`config.mk`:
```
export PLATFORM = sky130hd
export DESIGN_NAME = lssp_cell
export DESIGN_NICKNAME = d
export VERILOG_FILES = /design/src/sv/lssp_pkg.sv /design/src/sv/lssp_cell.sv
export SDC_FILE = /design/constraint.sdc
export NUM_CORES = 1
export LEC_CHECK = 0
export ABC_AREA = 1
export BUFFER_PORTS_ARGS = -buffer_cell sky130_fd_sc_hd__buf_2
export CAP_MARGIN = 20
export CORE_UTILIZATION = 59
export DETAILED_ROUTE_END_ITERATION = 6
export PLACE_DENSITY = 0.88
export REMOVE_ABC_BUFFERS = 1
export SLEW_MARGIN = 40
export SYNTH_ARGS = -nofsm -noshare
export SYNTH_HDL_FRONTEND = slang
export SYNTH_SLANG_ARGS = --single-unit
```
`constraint.sdc`:
```
create_clock -name clk -period 3.05 [get_ports clk]
set_clock_uncertainty 0.15 [all_clocks]
set_input_delay 0.61 -clock clk [delete_from_list [all_inputs] [get_ports clk]]
set_output_delay 0.61 -clock clk [all_outputs]
set_load 0.02 [all_outputs]
```
`src/sv/lssp_pkg.sv`:
```
// Shared types and constants for the link-state shortest path block.
`default_nettype none
package lssp_pkg;
	localparam int NODES = 16;
	localparam int WEIGHT_BITS = 16;
	localparam int NODE_W = $clog2(NODES);
	localparam int CNT_W = $clog2(NODES + 1);
	localparam int COST_W = 21;
	localparam int LINKS = NODES * NODES;
	localparam int LINK_AW = $clog2(LINKS);
	localparam logic [COST_W-1:0] COST_INF = '1;
	localparam logic [19:0] COST_SAT = 20'hFFFFF;

	typedef enum logic [1:0] {
		KIND_SET = 2'd0,
		KIND_REMOVE = 2'd1,
		KIND_COMPUTE = 2'd2,
		KIND_NONE = 2'd3
	} kind_t;

	typedef enum logic [0:0] {
		CFG_NODE_COUNT = 1'b0,
		CFG_SKIP_WEIGHT = 1'b1
	} cfg_idx_t;

	typedef enum logic [2:0] {
		ST_IDLE,
		ST_SET_RD,
		ST_SET_WR,
		ST_SCAN,
		ST_RELAX,
		ST_HOP,
		ST_EMIT
	} state_t;

	// Command from the sequencer to the cell row.
	typedef struct packed {
		logic init;
		logic [NODE_W-1:0] src;
		logic relax;
		logic [NODE_W-1:0] u;
		logic [COST_W-1:0] u_cost;
		logic [WEIGHT_BITS-1:0] w;
		logic [NODE_W-1:0] v;
		logic mark;
	} cell_cmd_t;
endpackage
`default_nettype wire

```
`src/sv/lssp_cell.sv`:
```
// One router cell: holds best cost, predecessor and done mark for one node.
`default_nettype none
module lssp_cell (
	input wire logic clk,
	input wire logic arst_n,
	input wire logic [lssp_pkg::NODE_W-1:0] my_id,
	input wire lssp_pkg::cell_cmd_t cmd,
	// min-scan chain in from lower neighbor
	input wire logic in_valid,
	input wire logic [lssp_pkg::COST_W-1:0] in_cost,
	input wire logic [lssp_pkg::NODE_W-1:0] in_node,
	input wire logic in_use,
	output logic out_valid,
	output logic [lssp_pkg::COST_W-1:0] out_cost,
	output logic [lssp_pkg::NODE_W-1:0] out_node,
	output logic [lssp_pkg::COST_W-1:0] cost,
	output logic [lssp_pkg::NODE_W:0] pred
);
	import lssp_pkg::*;
	logic [COST_W-1:0] cost_q;
	logic [NODE_W:0] pred_q;
	logic done_q;
	logic cand, take;
	logic [COST_W:0] sum;
	logic [COST_W-1:0] c;
	logic valid_s1;
	logic [COST_W-1:0] cost_s1;
	logic [NODE_W-1:0] node_s1;

	assign cost = cost_q;
	assign pred = pred_q;

	// chain: keep first (lowest id) strict minimum, one cell per cycle
	assign cand = in_use && !done_q && cost_q != COST_INF;
	assign take = cand && (!in_valid || cost_q < in_cost);
	assign out_valid = valid_s1;
	assign out_cost = cost_s1;
	assign out_node = node_s1;

	always_ff @(posedge clk or negedge arst_n) begin
		if (!arst_n) begin
			valid_s1 <= 1'b0;
			cost_s1 <= '0;
			node_s1 <= '0;
		end else begin
			valid_s1 <= in_valid || cand;
			cost_s1 <= take ? cost_q : in_cost;
			node_s1 <= take ? my_id : in_node;
		end
	end

	assign sum = {1'b0, cmd.u_cost} + {{(COST_W-WEIGHT_BITS+1){1'b0}}, cmd.w};
	assign c = sum[COST_W] ? COST_INF - 1'b1 : sum[COST_W-1:0];

	always_ff @(posedge clk or negedge arst_n) begin
		if (!arst_n) begin
			cost_q <= '0;
			pred_q <= '0;
			done_q <= 1'b0;
		end else if (cmd.init) begin
			cost_q <= (cmd.src == my_id) ? '0 : COST_INF;
			pred_q <= {1'b1, {NODE_W{1'b0}}};
			done_q <= 1'b0;
		end else begin
			if (cmd.mark && cmd.u == my_id)
				done_q <= 1'b1;
			if (cmd.relax && cmd.v == my_id && cmd.w != '0 && !done_q) begin
				if (c < cost_q) begin
					cost_q <= c;
					pred_q <= {1'b0, cmd.u};
				end else if (c == cost_q && {1'b0, cmd.u} < pred_q) begin
					pred_q <= {1'b0, cmd.u};
				end
			end
		end
	end
endmodule
`default_nettype wire
```
==> results of run 1 <==
-- repair_timing --
item / CTS
buffers inserted: 14
hold buffers: 0
endpoints found under the hold margin: 0
setup endpoints to repair: 26
resized for setup: 116
cloned: 4
pin swaps: 37
-- layer usage --
| layer | GRT overflow | track usage [%] |
|---|---|---|
| met3 | 9 | 65.40 |
| met1 | 3 | 87.34 |
| met2 | 609 | 135.0 |
| met4 | 176 | 117.2 |
| met5 | 3 | 24.40 |
-- cells by family after synthesis --
group / count (synthesis)
AOI/OAI and AO/OA: 70
xor gates and xnor gates: 14
adders and majority gates: 61
buffers and inverters: 138
DFF: 53
and+or+nand+nor: 442
-- metrics by stage --
| step | cells | hold slack, ns | utilization (%) | worst slack, ns |
|---|---|---|---|---|
| 4_1_cts | 1115 | 0.1754 | 89.61 | -0.1895 |
| 3_5_place_dp | 1089 | 0.3419 | 78.68 | -0.7852 |
| 3_3_place_gp | 1089 | 0.3280 | 78.56 | -0.6181 |
| 2_1_floorplan | 766 | 0.1644 | - | -0.5722 |
==> results.env, run 1 <==
OUTCOME='aborted with a tool error'
LAST-STAGE-REACHED='global routing (5_1_grt)'
TOOL.ERROR='[ERROR GRT-0232] Routing congestion too high. Check the congestion heatmap in the GUI.'
GRT-WORST-ENDPOINT='pred[1]$_DFFE_PN0P_/D'
COMPOUND_GATE_PORTION_OF_THE_SYNTHESIZED_AREA_PCT=7.947
GP_CONGESTION=0.9552
SYNTH_TOP_FAMILY_BY_AREA='simple AND/OR/NAND/NOR gates'
SYNTH.MOST_COMMON_CELL='sky130_fd_sc_hd__nand2_1'
SYNTH.TOP_CELLS.BY_AREA='sky130_fd_sc_hd__dfrtp_1, sky130_fd_sc_hd__nand2_1, sky130_fd_sc_hd__ha_1'
PLACEDINSTANCEAREA_UM2=6595
FP-ROW-COUNT=33
DIE_Y_UM=95.98
POST_SYNTH_NUM_CELL_TYPES=44
AVGSYNTHCELLAREA_UM2=6.698
GRT_REMAINING_OVERFLOW=800
DIE_X_EXTENT_UM=95.98
SYNTH_ADDER_AREA_SHARE_PCT=14.79
FLOORPLAN.INITIALDENSITY_PCT=62.17
HTREE_LEVELS=2
YOSYS-MUX-AREA-FRACTION_PCT=0
TRITONCTS.NUM_BUFFERS=5
YOSYSTOPAREACELL='sky130_fd_sc_hd__dfrtp_1'
IOPINCOUNT=137
CTSROOTBUFFERMASTER='sky130_fd_sc_hd__clkbuf_8'
AREA_SHARE_OF_THE_LARGEST_CELL_TYPE_AFTER_SYNTHESIS_PCT=25.45
POST-DP-HPWL_MM=11.19
YOSYS_REGISTER_BITS=53
POSTSYNTH.ASYNCRESETSHARE_PCT=100.0
GRT_MAX_DEGREE=52
NETLIST_AREA_UM2=5211
SYNTH_FF_TYPE='sky130_fd_sc_hd__dfrtp_1'
TIMING.REPAIR.WORST_ENDPOINT_TYPE='register data pin'
SYNTH_XOR_AREA_SHARE_PCT=2.353
SYNTH_SIMPLE_GATE_AREA_SHARE_PCT=38.51
GR-USAGE-ALL-LAYERS_PCT=98.40
CLOCK_SINKS=53
CLOCK_TREE.BUFFER_DEPTH=2
SYNTH-EDFF-COUNT=0
TOTAL_OF_WARNINGS_RAISED_BY_YOSYS=0
YOSYS-TOP-CELLS-COUNT='sky130_fd_sc_hd__nand2_1, sky130_fd_sc_hd__inv_1, sky130_fd_sc_hd__nor2_1, sky130_fd_sc_hd__nand3_1, sky130_fd_sc_hd__ha_1'
NETLIST_INSTANCES=778
SEQ_AREA_FRAC_SYNTH_PCT=25.45
IO_BUFFERS=136
==> run 2, diff against run 1 <==
--- a/config.mk
+++ b/config.mk
@@ -8,9 +8,9 @@
 export ABC_AREA = 1
 export BUFFER_PORTS_ARGS = -buffer_cell sky130_fd_sc_hd__buf_2
 export CAP_MARGIN = 20
-export CORE_UTILIZATION = 59
+export CORE_UTILIZATION = 40
 export DETAILED_ROUTE_END_ITERATION = 6
-export PLACE_DENSITY = 0.88
+export PLACE_DENSITY_LB_ADDON = 0.15
 export REMOVE_ABC_BUFFERS = 1
 export SLEW_MARGIN = 40
 export SYNTH_ARGS = -nofsm -noshare
==> run 2 against run 1 <==
Effect of this change: the flow now finishes, with violations (setup timing); synthesized cell count is the same; synthesized area is the same.
==> results.env, run 2 <==
OUTCOME='complete, but fails checks'
FAILING_CHECKS='setup timing'
FIN_CRIT_SH_PCT=110.4
PATH_DELAY_FAMILY='simple AND/OR/NAND/NOR gates'
DETAIL_ROUTE.FIRST_PASS.ITERATIONS=4
PLACEABLECOREAREA_UM2=12670
VIASPERCELL=4.776
CLK_LATENCY_NS=0.29
DIE_X_EXTENT_UM=116.1  # +21%
TOTAL_POWER_mW=3.752
CRIT_SLOWEST_CELL='sky130_fd_sc_hd__ha_4'
SYNTHTOLAYOUTAREAGROWTH_PCT=54.38
WORST_EP_REQUIRED_TIME_NS=3.08
FIRST_GLOBAL_VIAS=5136
FP-ROW-COUNT=41  # +24%
HOLD_SLACK_NS=0.2616
TRITONCTS.NUM_BUFFERS=5  # unchanged
POST_DRT_WL_PER_CELL_UM=12.69
NUMBER_OF_ANTENNA_VIOLATIONS_AT_THE_FIRST_CHECK_IN_GLOBAL_ROUTING=0
NETLIST_AREA_UM2=5211  # unchanged
YOSYSTOPAREACELL='sky130_fd_sc_hd__dfrtp_1'
TIMING.SETUP.CRITICAL_PATH_CLASS='primary input to flip-flop'
TOTAL_OF_WARNINGS_RAISED_BY_YOSYS=0  # unchanged
FIN_AREA_UM2=8045
PLACEDINSTANCEAREA_UM2=6684  # +1.3%
AVGSYNTHCELLAREA_UM2=6.698  # unchanged
IOPINCOUNT=137  # unchanged
CRIT_PATH_END_KIND='flip-flop'
HOLDBUFCOUNTCTS=0  # unchanged
SYNTH.TOP_CELLS.BY_AREA='sky130_fd_sc_hd__dfrtp_1, sky130_fd_sc_hd__nand2_1, sky130_fd_sc_hd__ha_1'
GRT_PASS1_WL_MM=23.71
NETLIST_INSTANCES=778  # unchanged
CTSROOTBUFFERMASTER='sky130_fd_sc_hd__clkbuf_16'
SYNTH-EDFF-COUNT=0  # unchanged
FINALWORSTPATHREQUIREDPERIOD_NS=3.366
POWER_LEAKAGE_nW=4.259
DRT-INITIAL-DRC-COUNT=158
ANTENNA_LEFT=0
SYNTH.MOST_COMMON_CELL='sky130_fd_sc_hd__nand2_1'
HTREE_LEVELS=2  # unchanged
YOSYS-TOP-CELLS-COUNT='sky130_fd_sc_hd__nand2_1, sky130_fd_sc_hd__inv_1, sky130_fd_sc_hd__nor2_1, sky130_fd_sc_hd__nand3_1, sky130_fd_sc_hd__ha_1'
MAX_SLEW_MARGIN_PCT=55.30
GRT_REMAINING_OVERFLOW=0
DRCVIOLATIONCOUNT=0
DIE-AREA_UM2=13490
GR-USAGE-ALL-LAYERS_PCT=21.84
YOSYS_REGISTER_BITS=53  # unchanged
POWER_DENSITY_nW_PER_UM2=466.4
WORST-PATH-BUF-INV=4
CTS_TREE='done'
FINALSETUPVIOLATIONS=26
TOP_LIBRARY_CELLS_BY_USAGE_IN_THE_LAYOUT_FILL_AND_TAPS_ASIDE='sky130_fd_sc_hd__nand2_1, sky130_fd_sc_hd__buf_2, sky130_fd_sc_hd__inv_1, sky130_fd_sc_hd__buf_4, sky130_fd_sc_hd__nor2_1'
NUM_ANTENNA_CELLS=0
CLK_TRANSITION_REPORTED_PATHS_NS=0.07
TIGHTEST_SLEW_NS=0.6705
CRIT_ARRIVAL_NS=3.40
TIMING.CRITICAL_PATH.FANOUT_MAX=5
GP_CONGESTION=0.8860  # -7.2%
CRITPATHMAXSTAGEDELAY_NS=0.30
DRIVE_GT1_SHARE_PCT=43.15
DRT_WL_TOTAL_MM=15.06
AREA_SHARE_OF_THE_LARGEST_CELL_TYPE_AFTER_SYNTHESIS_PCT=25.45  # unchanged
CLOCK_SINKS=53  # unchanged
DESIGN.FINAL.NETS=1160
WORST_HOLD_PATH_TYPE='primary input to async pin'
FLOORPLAN.INITIALDENSITY_PCT=41.13  # -21 points
CRITICAL_PATH.MOST_COMMON_CELL='sky130_fd_sc_hd__nand2_2'
POSTSYNTH.ASYNCRESETSHARE_PCT=100.0  # unchanged
MAXCLOCKFREQUENCY_MHz=297.0
POST-DP-HPWL_MM=11.22  # +0.31%
FINALWORSTSETUPSLACK_NS=-0.3165
IO_BUFFERS=136  # unchanged
POWER.IR.VDD_WORST_uV=239.3
DIE_Y_UM=116.1  # +21%
GRT_SETUP_UNREPAIRED='true'
POST_SYNTH_NUM_CELL_TYPES=44  # unchanged
CRITICAL_PATH.STARTPOINT_TYPE='primary input'
CLOCK_TREE.BUFFER_DEPTH=2  # unchanged
FILL_CELLS=1150
SEQ_AREA_FRAC_SYNTH_PCT=25.45  # unchanged
GRT_MAX_DEGREE=54
CRITICAL_PATH.CELL_CHAIN='buf_2 -> ha_4 -> buf_4 -> nand2_1 -> nor2_1 -> and2_1 -> nand2_2 -> nand2_2 -> nand2_2 -> nand2_2 -> nand3_4 -> ha_4 -> nand2_4 -> nor2_4 -> nand3_2 -> nor2_2 -> nand2_1 -> nand3_2 -> nand2_4 -> nand2_4 -> inv_8 -> clkbuf_16 -> nor2_4 -> a21oi_2'
DR_TOTAL_VIAS=5669
SYNTH_FF_TYPE='sky130_fd_sc_hd__dfrtp_1'
HOLD_VIOL=0
MAX_CAP_VIOLATIONS=0
FINAL_COMMON_CELL='sky130_fd_sc_hd__nand2_1'
SLEW_VIOL_FINAL=0
## run 2: worst paths after layout
kind	start	endpoint	cells after the start	slack (ns)
setup / recovery	cmd[17]	cost[6]	24	-0.32
hold / removal	arst_n	out_cost[3]	2	0.26
setup reg to reg	cost[16]	out_node[1]	12	0.67
hold reg to reg	pred[2]	pred[2]	2	0.35
max in group asynchronous	arst_n	out_cost[1]	2	2.02
min in group clk	pred[2]	pred[2]	2	0.35
## run 2: worst register-to-register path, stage by stage (launching register included)
cell and delay, ns:
sky130_fd_sc_hd__dfrtp_1 0.47, sky130_fd_sc_hd__ha_1 0.33, sky130_fd_sc_hd__nand2_1 0.07, sky130_fd_sc_hd__nor3_1 0.14, sky130_fd_sc_hd__nand4_1 0.16, sky130_fd_sc_hd__nor2_1 0.12
sky130_fd_sc_hd__nand2_1 0.05, sky130_fd_sc_hd__nand3_1 0.08, sky130_fd_sc_hd__nand2_1 0.22, sky130_fd_sc_hd__nand2_2 0.11, sky130_fd_sc_hd__buf_4 0.28, sky130_fd_sc_hd__nand2_1 0.09
sky130_fd_sc_hd__nand2_1 0.06
## run 2: routing by layer
layer	track usage (%)	part of all wire [%]	up-vias	wire length, µm
met4	6.154	2.0	0	298
met3	1.972	2.7	22	414
met5	0	0	-	0
li1	-	-	2945	-
met1	28.45	45	2575	6790
met2	38.53	50	127	7560
## run 2: through the flow
step | utilization (%) | instances | TNS, ns | worst slack (ns)
4_1_cts | 59.04 | 1181 | -5.442 | -0.2355
2_1_floorplan | - | 766 | -13.67 | -0.5722
3_5_place_dp | 52.75 | 1158 | -20.40 | -0.8241
6_report | 63.49 | 1187 | -6.849 | -0.3165
3_3_place_gp | 52.75 | 1158 | -20.93 | -0.8206
5_1_grt | 63.49 | 1187 | -9.481 | -0.4171
## run 2: power by group
part           switching (mW)  internal, mW  total (mW)
Sequential              0.171         0.842        1.01
Combinational            1.18         0.971        2.15
Clock                   0.259         0.327       0.586
## run 2: final cells by class
class	count	area, µm²	share of cell area, %
clock inverter	2	13.76	0.1711
tap	172	215.2	2.675
timing repair buffer	241	1628	20.23
multi-input combinational	587	4238	52.67
clock buffer	6	138.9	1.726
sequential	53	1326	16.49
inverter	126	485.5	6.034
## run 2: timing repair
item / in CTS / in global routing
cloned: 1 / 3
pin swaps: 17 / 55
setup buffers: 14 / 5
hold endpoints to repair: 0 / 0
endpoints found under the setup margin: 26 / 26
gates resized for setup: 92 / 108
## run 2: cell families after synthesis
kind of cell / synth area share (%)
buffers and inverters: 10.95
adders and majority gates: 14.79
xor gates and xnor gates: 2.353
AOI/OAI and AO/OA: 7.947
and+or+nand+nor: 38.51
DFF: 25.45
Power figures use the tool's default switching activity.
==> run 3, diff against run 2 <==
--- a/config.mk
+++ b/config.mk
@@ -8,7 +8,9 @@
 export ABC_AREA = 1
 export BUFFER_PORTS_ARGS = -buffer_cell sky130_fd_sc_hd__buf_2
 export CAP_MARGIN = 20
-export CORE_UTILIZATION = 40
+export CELL_PAD_IN_SITES_DETAIL_PLACEMENT = 0
+export CELL_PAD_IN_SITES_GLOBAL_PLACEMENT = 2
+export CORE_UTILIZATION = 31
 export DETAILED_ROUTE_END_ITERATION = 6
 export PLACE_DENSITY_LB_ADDON = 0.15
 export REMOVE_ABC_BUFFERS = 1
==> run 3 against run 2 <==
Effect of this change: total power rose by 6.9%; first-iteration DRC count is 10% lower; setup slack improved by 0.045 ns; sequential share of layout area down 0.93 points; critical path depth rose by 1; global-route usage shrank 2.3 points; the run still ends with setup timing left; non-clock buffer count up 6; final cell count is 4.5% higher.
==> results.env, run 3 (synthesis gave the netlist of run 2 again) <==
OUTCOME='complete, but fails checks'
FAILING_CHECKS='setup timing'
FIRST_GLOBAL_VIAS=5796  # +13%
DRIVE_GT1_SHARE_PCT=47.70  # +4.5 points
MAX_CAP_VIOLATIONS=0  # unchanged
ANTENNA_LEFT=0  # unchanged
PLACEABLECOREAREA_UM2=16520  # +30%
DIE-AREA_UM2=17330  # +29%
HTREE_LEVELS=2  # unchanged
NUMBER_OF_ANTENNA_VIOLATIONS_AT_THE_FIRST_CHECK_IN_GLOBAL_ROUTING=0  # unchanged
FILL_CELLS=1644  # +43%
CLK_TRANSITION_REPORTED_PATHS_NS=0.07  # about the same
TRITONCTS.NUM_BUFFERS=5  # unchanged
FIN_CRIT_SH_PCT=108.9  # -1.5 points
POST_DRT_WL_PER_CELL_UM=13.47  # +6.1%
CLK_LATENCY_NS=0.30  # about the same
WORST_EP_REQUIRED_TIME_NS=3.09  # about the same
DRT_WL_TOTAL_MM=16.71  # +11%
CRITICAL_PATH.STARTPOINT_TYPE='primary input'
HOLDBUFCOUNTCTS=0  # unchanged
IO_BUFFERS=136  # unchanged
WORST_R2R_STARTPOINT='cost[16]'
MAXCLOCKFREQUENCY_MHz=301.1  # +1.4%
FF2FF_SETUP_SLACK_NS=0.71  # +0.04 ns
POWER_LEAKAGE_nW=4.413  # +3.6%
PATH_DEPTH_OF_THE_WORST_REG2REG_PATH=11  # -1
CRITPATHMAXSTAGEDELAY_NS=0.29  # about the same
HOLD_VIOL=0  # unchanged
GRT_PASS1_WL_MM=27.75  # +17%
FINALWORSTPATHREQUIREDPERIOD_NS=3.321  # -0.04517 ns
FINALSETUPVIOLATIONS=26  # unchanged
WORST_HOLD_PATH_TYPE='primary input to async pin'
DRCVIOLATIONCOUNT=0  # unchanged
TIMING.CRITICAL_PATH.FANOUT_MAX=7  # +2
POWER_DENSITY_nW_PER_UM2=470.4  # +0.85%
SYNTHTOLAYOUTAREAGROWTH_PCT=63.65
NUM_ANTENNA_CELLS=0  # unchanged
TIMING.SETUP.CRITICAL_PATH_CLASS='primary input to flip-flop'
IOPINCOUNT=137  # unchanged
HOLD_SLACK_NS=0.1264  # -0.1352 ns
POST-DP-HPWL_MM=13.03  # +16%
DRT-INITIAL-DRC-COUNT=142  # -10%
DR_TOTAL_VIAS=5655  # -0.25%
GR-USAGE-ALL-LAYERS_PCT=19.49  # -2.3 points
FINAL_COMMON_CELL='sky130_fd_sc_hd__nand2_1'
CRIT_PATH_END_KIND='flip-flop'
CLOCK_SINKS=53  # unchanged
FP-ROW-COUNT=47  # +15%
POWER.IR.VDD_WORST_uV=250.4  # +4.7%
DESIGN.FINAL.NETS=1166  # +0.52%
TIGHTEST_SLEW_NS=0.5284  # -0.1421 ns
CTSROOTBUFFERMASTER='sky130_fd_sc_hd__clkbuf_16'
DIE_Y_UM=131.7  # +13%
GRT_REMAINING_OVERFLOW=0  # unchanged
GP_CONGESTION=0.8094  # -8.6%
VIASPERCELL=4.557  # -4.6%
TOTAL_POWER_mW=4.011  # +6.9%
CLOCK_TREE.BUFFER_DEPTH=2  # unchanged
CRIT_SLOWEST_CELL='sky130_fd_sc_hd__ha_4'
GRT_MAX_DEGREE=31  # -43%
GRT_SETUP_UNREPAIRED='true'
CRIT_ARRIVAL_NS=3.36  # -0.04 ns
DETAIL_ROUTE.FIRST_PASS.ITERATIONS=6  # +2
TOP_LIBRARY_CELLS_BY_USAGE_IN_THE_LAYOUT_FILL_AND_TAPS_ASIDE='sky130_fd_sc_hd__nand2_1, sky130_fd_sc_hd__buf_2, sky130_fd_sc_hd__inv_1, sky130_fd_sc_hd__buf_4, sky130_fd_sc_hd__dfrtp_1'
CTS_TREE='done'
DIE_X_EXTENT_UM=131.7  # +13%
CRITICAL_PATH.MOST_COMMON_CELL='sky130_fd_sc_hd__nand2_4'
FLOORPLAN.INITIALDENSITY_PCT=31.54  # -9.6 points
SLEW_VIOL_FINAL=0  # unchanged
MAX_SLEW_MARGIN_PCT=64.77  # +9.5 points
TIMING.RR.END='out_node[3]'
FINALWORSTSETUPSLACK_NS=-0.2713  # +0.04517 ns
-- run 3: changes by cell type in the layout (fill, tap and decap cells not counted), sizes merged --
cell | before | now
clkinv | 2 | 0
clkinvlp | 0 | 1
buf | 239 | 245
bufinv | 0 | 1
-- run 3: worst max-delay path by stage --
stage / start / end / depth (start not counted)
2_1_floorplan: cmd[7] / cost[0] / 20
3_3_place_gp: cmd[5] / cost[12] / 27
5_1_grt: cmd[14] / cost[6] / 25
6_report: cmd[31] / cost[10] / 25
4_1_cts: cmd[5] / cost[6] / 26
3_5_place_dp: cmd[5] / cost[18] / 27
-- run 3: critical path, delay by kind of cell --
kind                       cells  cell delay, ns
AOI/OAI and AO/OA              1            0.15
and+or+nand+nor               17            1.45
buffers and inverters          5            0.60
adders and majority gates      2            0.55
-- run 3: layout make-up --
class | count | area (µm²) | area share, %
inverters | 126 | 480.5 | 5.634
well taps | 220 | 275.3 | 3.228
clock buffers | 6 | 138.9 | 1.629
repair buffers | 247 | 1728 | 20.26
clock inverters | 2 | 37.54 | 0.4401
flip-flops and latches | 53 | 1326 | 15.55
multi-input cells | 587 | 4542 | 53.26
-- run 3: per-stage QoR --
step | setup TNS, ns | area [µm²] | setup WS [ns] | utilization, % | instances
global route | -11.03 | 8528 | -0.4491 | 51.61 | 1241
global placement | -22.15 | 6789 | -0.8734 | 41.08 | 1212
floorplan | -13.67 | 5116 | -0.5722 | - | 766
finish | -6.416 | 8528 | -0.2713 | 51.61 | 1241
detailed placement | -24.21 | 6789 | -0.9700 | 41.08 | 1212
CTS | -8.105 | 7740 | -0.3427 | 46.84 | 1235
-- run 3: layer usage --
metal	global-route usage, %	routed length, µm	up-vias
li1	-	-	2948
met1	24.52	7487	2583
met2	35.16	8389	107
met3	2.546	567	17
met4	4.199	266	0
met5	0	0	-
-- run 3: timing repair --
action,4_1_cts,5_1_grt
setup endpoints to repair,26,26
pin swaps,27,75
resized for setup,110,168
cloned,3,3
setup buffers,12,7
-- run 3: power by group --
part | internal [mW] | total, mW | switching [mW]
combinational | 1.05 | 2.30 | 1.25
sequential | 0.842 | 1.03 | 0.188
clock | 0.410 | 0.680 | 0.270
==> run 4, diff against run 3 <==
--- a/config.mk
+++ b/config.mk
@@ -14,7 +14,9 @@
 export DETAILED_ROUTE_END_ITERATION = 6
 export PLACE_DENSITY_LB_ADDON = 0.15
 export REMOVE_ABC_BUFFERS = 1
+export SETUP_SLACK_MARGIN = 0.2
 export SLEW_MARGIN = 40
 export SYNTH_ARGS = -nofsm -noshare
 export SYNTH_HDL_FRONTEND = slang
 export SYNTH_SLANG_ARGS = --single-unit
+export TNS_END_PERCENT = 20
==> run 4 against run 3 <==
Effect of this change: the flow still finishes with violations (setup timing); sequential share of layout area increased by 0.54 points; critical path depth unchanged; register-to-register slack about the same; fmax decreased by 2.0%; global-route usage unchanged; highest routed layer unchanged.
==> results.env, run 4 (synthesis gave the netlist of run 2 again) <==
POWER_REPORT.INTERNAL_TOTAL_mW=2.236  # -2.8%
FAILING_CHECKS='setup timing'
POWER.SHARE.SEQUENTIAL_PCT=25.9  # +0.2 points
POWER_LEAKAGE_nW=4.366  # -1.1%
TRITONCTS.NUM_BUFFERS=5  # unchanged
POWER_FRAC_CLOCK_PCT=17.5  # +0.6 points
FIN_AREA_UM2=8244  # -3.3%
OUTCOME='complete, but fails checks'
TIGHTEST_SLEW_NS=0.5284  # -0.00004011 ns
SYNTHTOLAYOUTAREAGROWTH_PCT=58.20
HOLD_VIOL=0  # unchanged
WORST_HOLD_PATH_TYPE='primary input to async pin'
GRT_SETUP_UNREPAIRED='true'
GP_CONGESTION=0.8094  # unchanged
FINAL_COMMON_CELL='sky130_fd_sc_hd__nand2_1'
POWER.IR.VDD_WORST_uV=239.7  # -4.3%
MAX_CAP_VIOLATIONS=0  # unchanged
FIRST_GLOBAL_VIAS=5794  # -0.035%
DESIGN.FINAL.NETS=1167  # +0.086%
POST-DP-HPWL_MM=13.03  # unchanged
CTS_TREE='done'
AREA.SEQUENTIAL_UM2=1326  # unchanged
CRITPATHMAXSTAGEDELAY_NS=0.33  # +0.04 ns
IOPINCOUNT=137  # unchanged
MAX_SLEW_MARGIN_PCT=64.78  # about the same
FIN_CRIT_SH_PCT=111.1  # +2.2 points
CLOCK_TREE.BUFFER_DEPTH=2  # unchanged
CLK_TRANSITION_REPORTED_PATHS_NS=0.07  # about the same
DIE_X_EXTENT_UM=131.7  # unchanged
FILL_CELLS=1686  # +2.6%
NETSWITCHINGFRACTION_PCT=42.13  # -0.52 points
ANTENNA_LEFT=0  # unchanged
DRT_WL_TOTAL_MM=16.39  # -2.0%
CRITICAL_PATH.MOST_COMMON_CELL='sky130_fd_sc_hd__nand2_4'
WORST-PATH-BUF-INV=6  # +1
CRIT_PATH_END_KIND='flip-flop'
NUM_ANTENNA_CELLS=0  # unchanged
DRT-INITIAL-DRC-COUNT=126  # -11%
PATH_DELAY_FAMILY='simple AND/OR/NAND/NOR gates'
DRIVE_GT1_SHARE_PCT=45.30  # -2.4 points
GRT_REMAINING_OVERFLOW=0  # unchanged
POWER_DENSITY_nW_PER_UM2=468.7  # -0.35%
DIE-AREA_UM2=17330  # unchanged
TIMING.CRITICAL_PATH.FANOUT_MAX=7  # unchanged
TOP_LIBRARY_CELLS_BY_USAGE_IN_THE_LAYOUT_FILL_AND_TAPS_ASIDE='sky130_fd_sc_hd__nand2_1, sky130_fd_sc_hd__buf_2, sky130_fd_sc_hd__inv_1, sky130_fd_sc_hd__buf_4, sky130_fd_sc_hd__nor2_1'
FINALWORSTSETUPSLACK_NS=-0.3380  # -0.06673 ns
GRT_MAX_DEGREE=31  # unchanged
NET_SWITCHING_POWER_mW=1.628  # -4.9%
HTREE_LEVELS=2  # unchanged
FINALSETUPVIOLATIONS=26  # unchanged
DIE_Y_UM=131.7  # unchanged
CRIT_ARRIVAL_NS=3.47  # +0.11 ns
NUMBER_OF_ANTENNA_VIOLATIONS_AT_THE_FIRST_CHECK_IN_GLOBAL_ROUTING=0  # unchanged
POST-ROUTE-UTIL_PCT=49.89  # -1.7 points
TIMING.SETUP.CRITICAL_PATH_CLASS='primary input to flip-flop'
IO_BUFFERS=136  # unchanged
WORST_EP_REQUIRED_TIME_NS=3.13  # +0.04 ns
MULTIINPUTGATEAREA_UM2=4275  # -5.9%
POST_DRT_WL_PER_CELL_UM=13.19  # -2.0%
FINALWORSTPATHREQUIREDPERIOD_NS=3.388  # +0.06673 ns
FP-ROW-COUNT=47  # unchanged
DETAIL_ROUTE.FIRST_PASS.ITERATIONS=6  # unchanged
CLK_LATENCY_NS=0.30  # about the same
CRITICAL_PATH.STARTPOINT_TYPE='primary input'
DRCVIOLATIONCOUNT=0  # unchanged
CTSROOTBUFFERMASTER='sky130_fd_sc_hd__clkbuf_16'
PLACEABLECOREAREA_UM2=16520  # unchanged
P_COMB_SHARE_PCT=56.6  # -0.8 points
GRT_PASS1_WL_MM=27.75  # unchanged
GR-USAGE-ALL-LAYERS_PCT=19.49  # unchanged
HOLDBUFCOUNTCTS=0  # unchanged
VIASPERCELL=4.531  # -0.56%
CRIT_SLOWEST_CELL='sky130_fd_sc_hd__ha_1'
FLOORPLAN.INITIALDENSITY_PCT=31.54  # unchanged
PLACEDINSTANCEAREA_UM2=6789  # unchanged
CLOCK_SINKS=53  # unchanged
DR_TOTAL_VIAS=5628  # -0.48%
MAXCLOCKFREQUENCY_MHz=295.2  # -2.0%
SLEW_VIOL_FINAL=0  # unchanged
-- run 4: cell types whose count changed in the layout (fill, tap and decap cells not counted), sizes merged --
cell    before  now
buf        245  247
clkbuf       8    7
-- run 4: metrics by stage --
| step | hold slack (ns) | cells | worst slack [ns] | TNS (ns) | total power [mW] |
|---|---|---|---|---|---|
| 2_1_floorplan | 0.1644 | 766 | -0.5722 | -13.67 | 2.029 |
| 3_3_place_gp | 0.3344 | 1212 | -0.8734 | -22.15 | 2.713 |
| 3_5_place_dp | 0.3379 | 1212 | -0.9700 | -24.21 | 2.738 |
| 4_1_cts | 0.1485 | 1235 | -0.3427 | -8.105 | 3.682 |
| 5_1_grt | 0.1749 | 1242 | -0.4868 | -11.39 | 4.191 |
| 6_report | 0.1289 | 1242 | -0.3380 | -7.402 | 3.864 |
-- run 4: final timing paths --
kind | from | to | slack (ns) | cells after the start
setup / recovery | cmd[15] | cost[16] | -0.34 | 25
max in group asynchronous | arst_n | pred[3] | 1.80 | 2
setup reg to reg | cost[17] | cost[16] | 0.71 | 15
min in group clk | in_node[0] | out_node[0] | 0.35 | 3
hold / removal | arst_n | out_cost[3] | 0.13 | 1
hold reg to reg | pred[1] | pred[1] | 0.36 | 2
-- run 4: power groups by stage --
stage / Combinational, mW / Sequential [mW] / Clock (mW)
6_report: 2.19 / 1.00 / 0.675
5_1_grt: 2.44 / 1.02 / 0.727
4_1_cts: 1.98 / 0.999 / 0.699
3_5_place_dp: 1.73 / 1.01 / 0
3_3_place_gp: 1.71 / 1.00 / 0
2_1_floorplan: 0.880 / 1.15 / 0
-- run 4: routing by layer --
layer	GRT usage (%)	share of wire [%]	vias up
li1	-	-	2949
met1	24.52	46	2563
met2	35.16	50	105
met3	2.546	3.3	11
met4	4.199	1.0	0
met5	0	0	-
-- run 4: worst register-to-register path: stages (launching register included) --
cell	delay, ns
sky130_fd_sc_hd__dfrtp_1	0.48
sky130_fd_sc_hd__inv_1	0.10
sky130_fd_sc_hd__ha_1	0.34
sky130_fd_sc_hd__inv_2	0.09
sky130_fd_sc_hd__nor2_4	0.05
sky130_fd_sc_hd__nand2_2	0.06
sky130_fd_sc_hd__a21oi_2	0.04
sky130_fd_sc_hd__nor2_2	0.10
sky130_fd_sc_hd__nand3_2	0.08
sky130_fd_sc_hd__nand2_2	0.07
sky130_fd_sc_hd__nand2_2	0.06
sky130_fd_sc_hd__buf_6	0.12
sky130_fd_sc_hd__nor2_4	0.15
sky130_fd_sc_hd__buf_6	0.15
sky130_fd_sc_hd__clkbuf_16	0.15
sky130_fd_sc_hd__a21oi_2	0.05
-- run 4: cell type report --
type / count / share of cell area [%]
Clock inverter: 2 / 0.4553
Inverter: 126 / 5.767
Sequential cell: 53 / 16.09
Timing Repair Buffer: 248 / 20.81
Tap cell: 220 / 3.339
Clock buffer: 6 / 1.685
Multi-Input combinational cell: 587 / 51.86
-- run 4: what timing repair did --
action	CTS	global route
buffers inserted	12	6
gates resized for setup	110	95
endpoints found under the hold margin	0	0
pin swaps	26	58
gates cloned	3	1
setup endpoints to repair	26	26
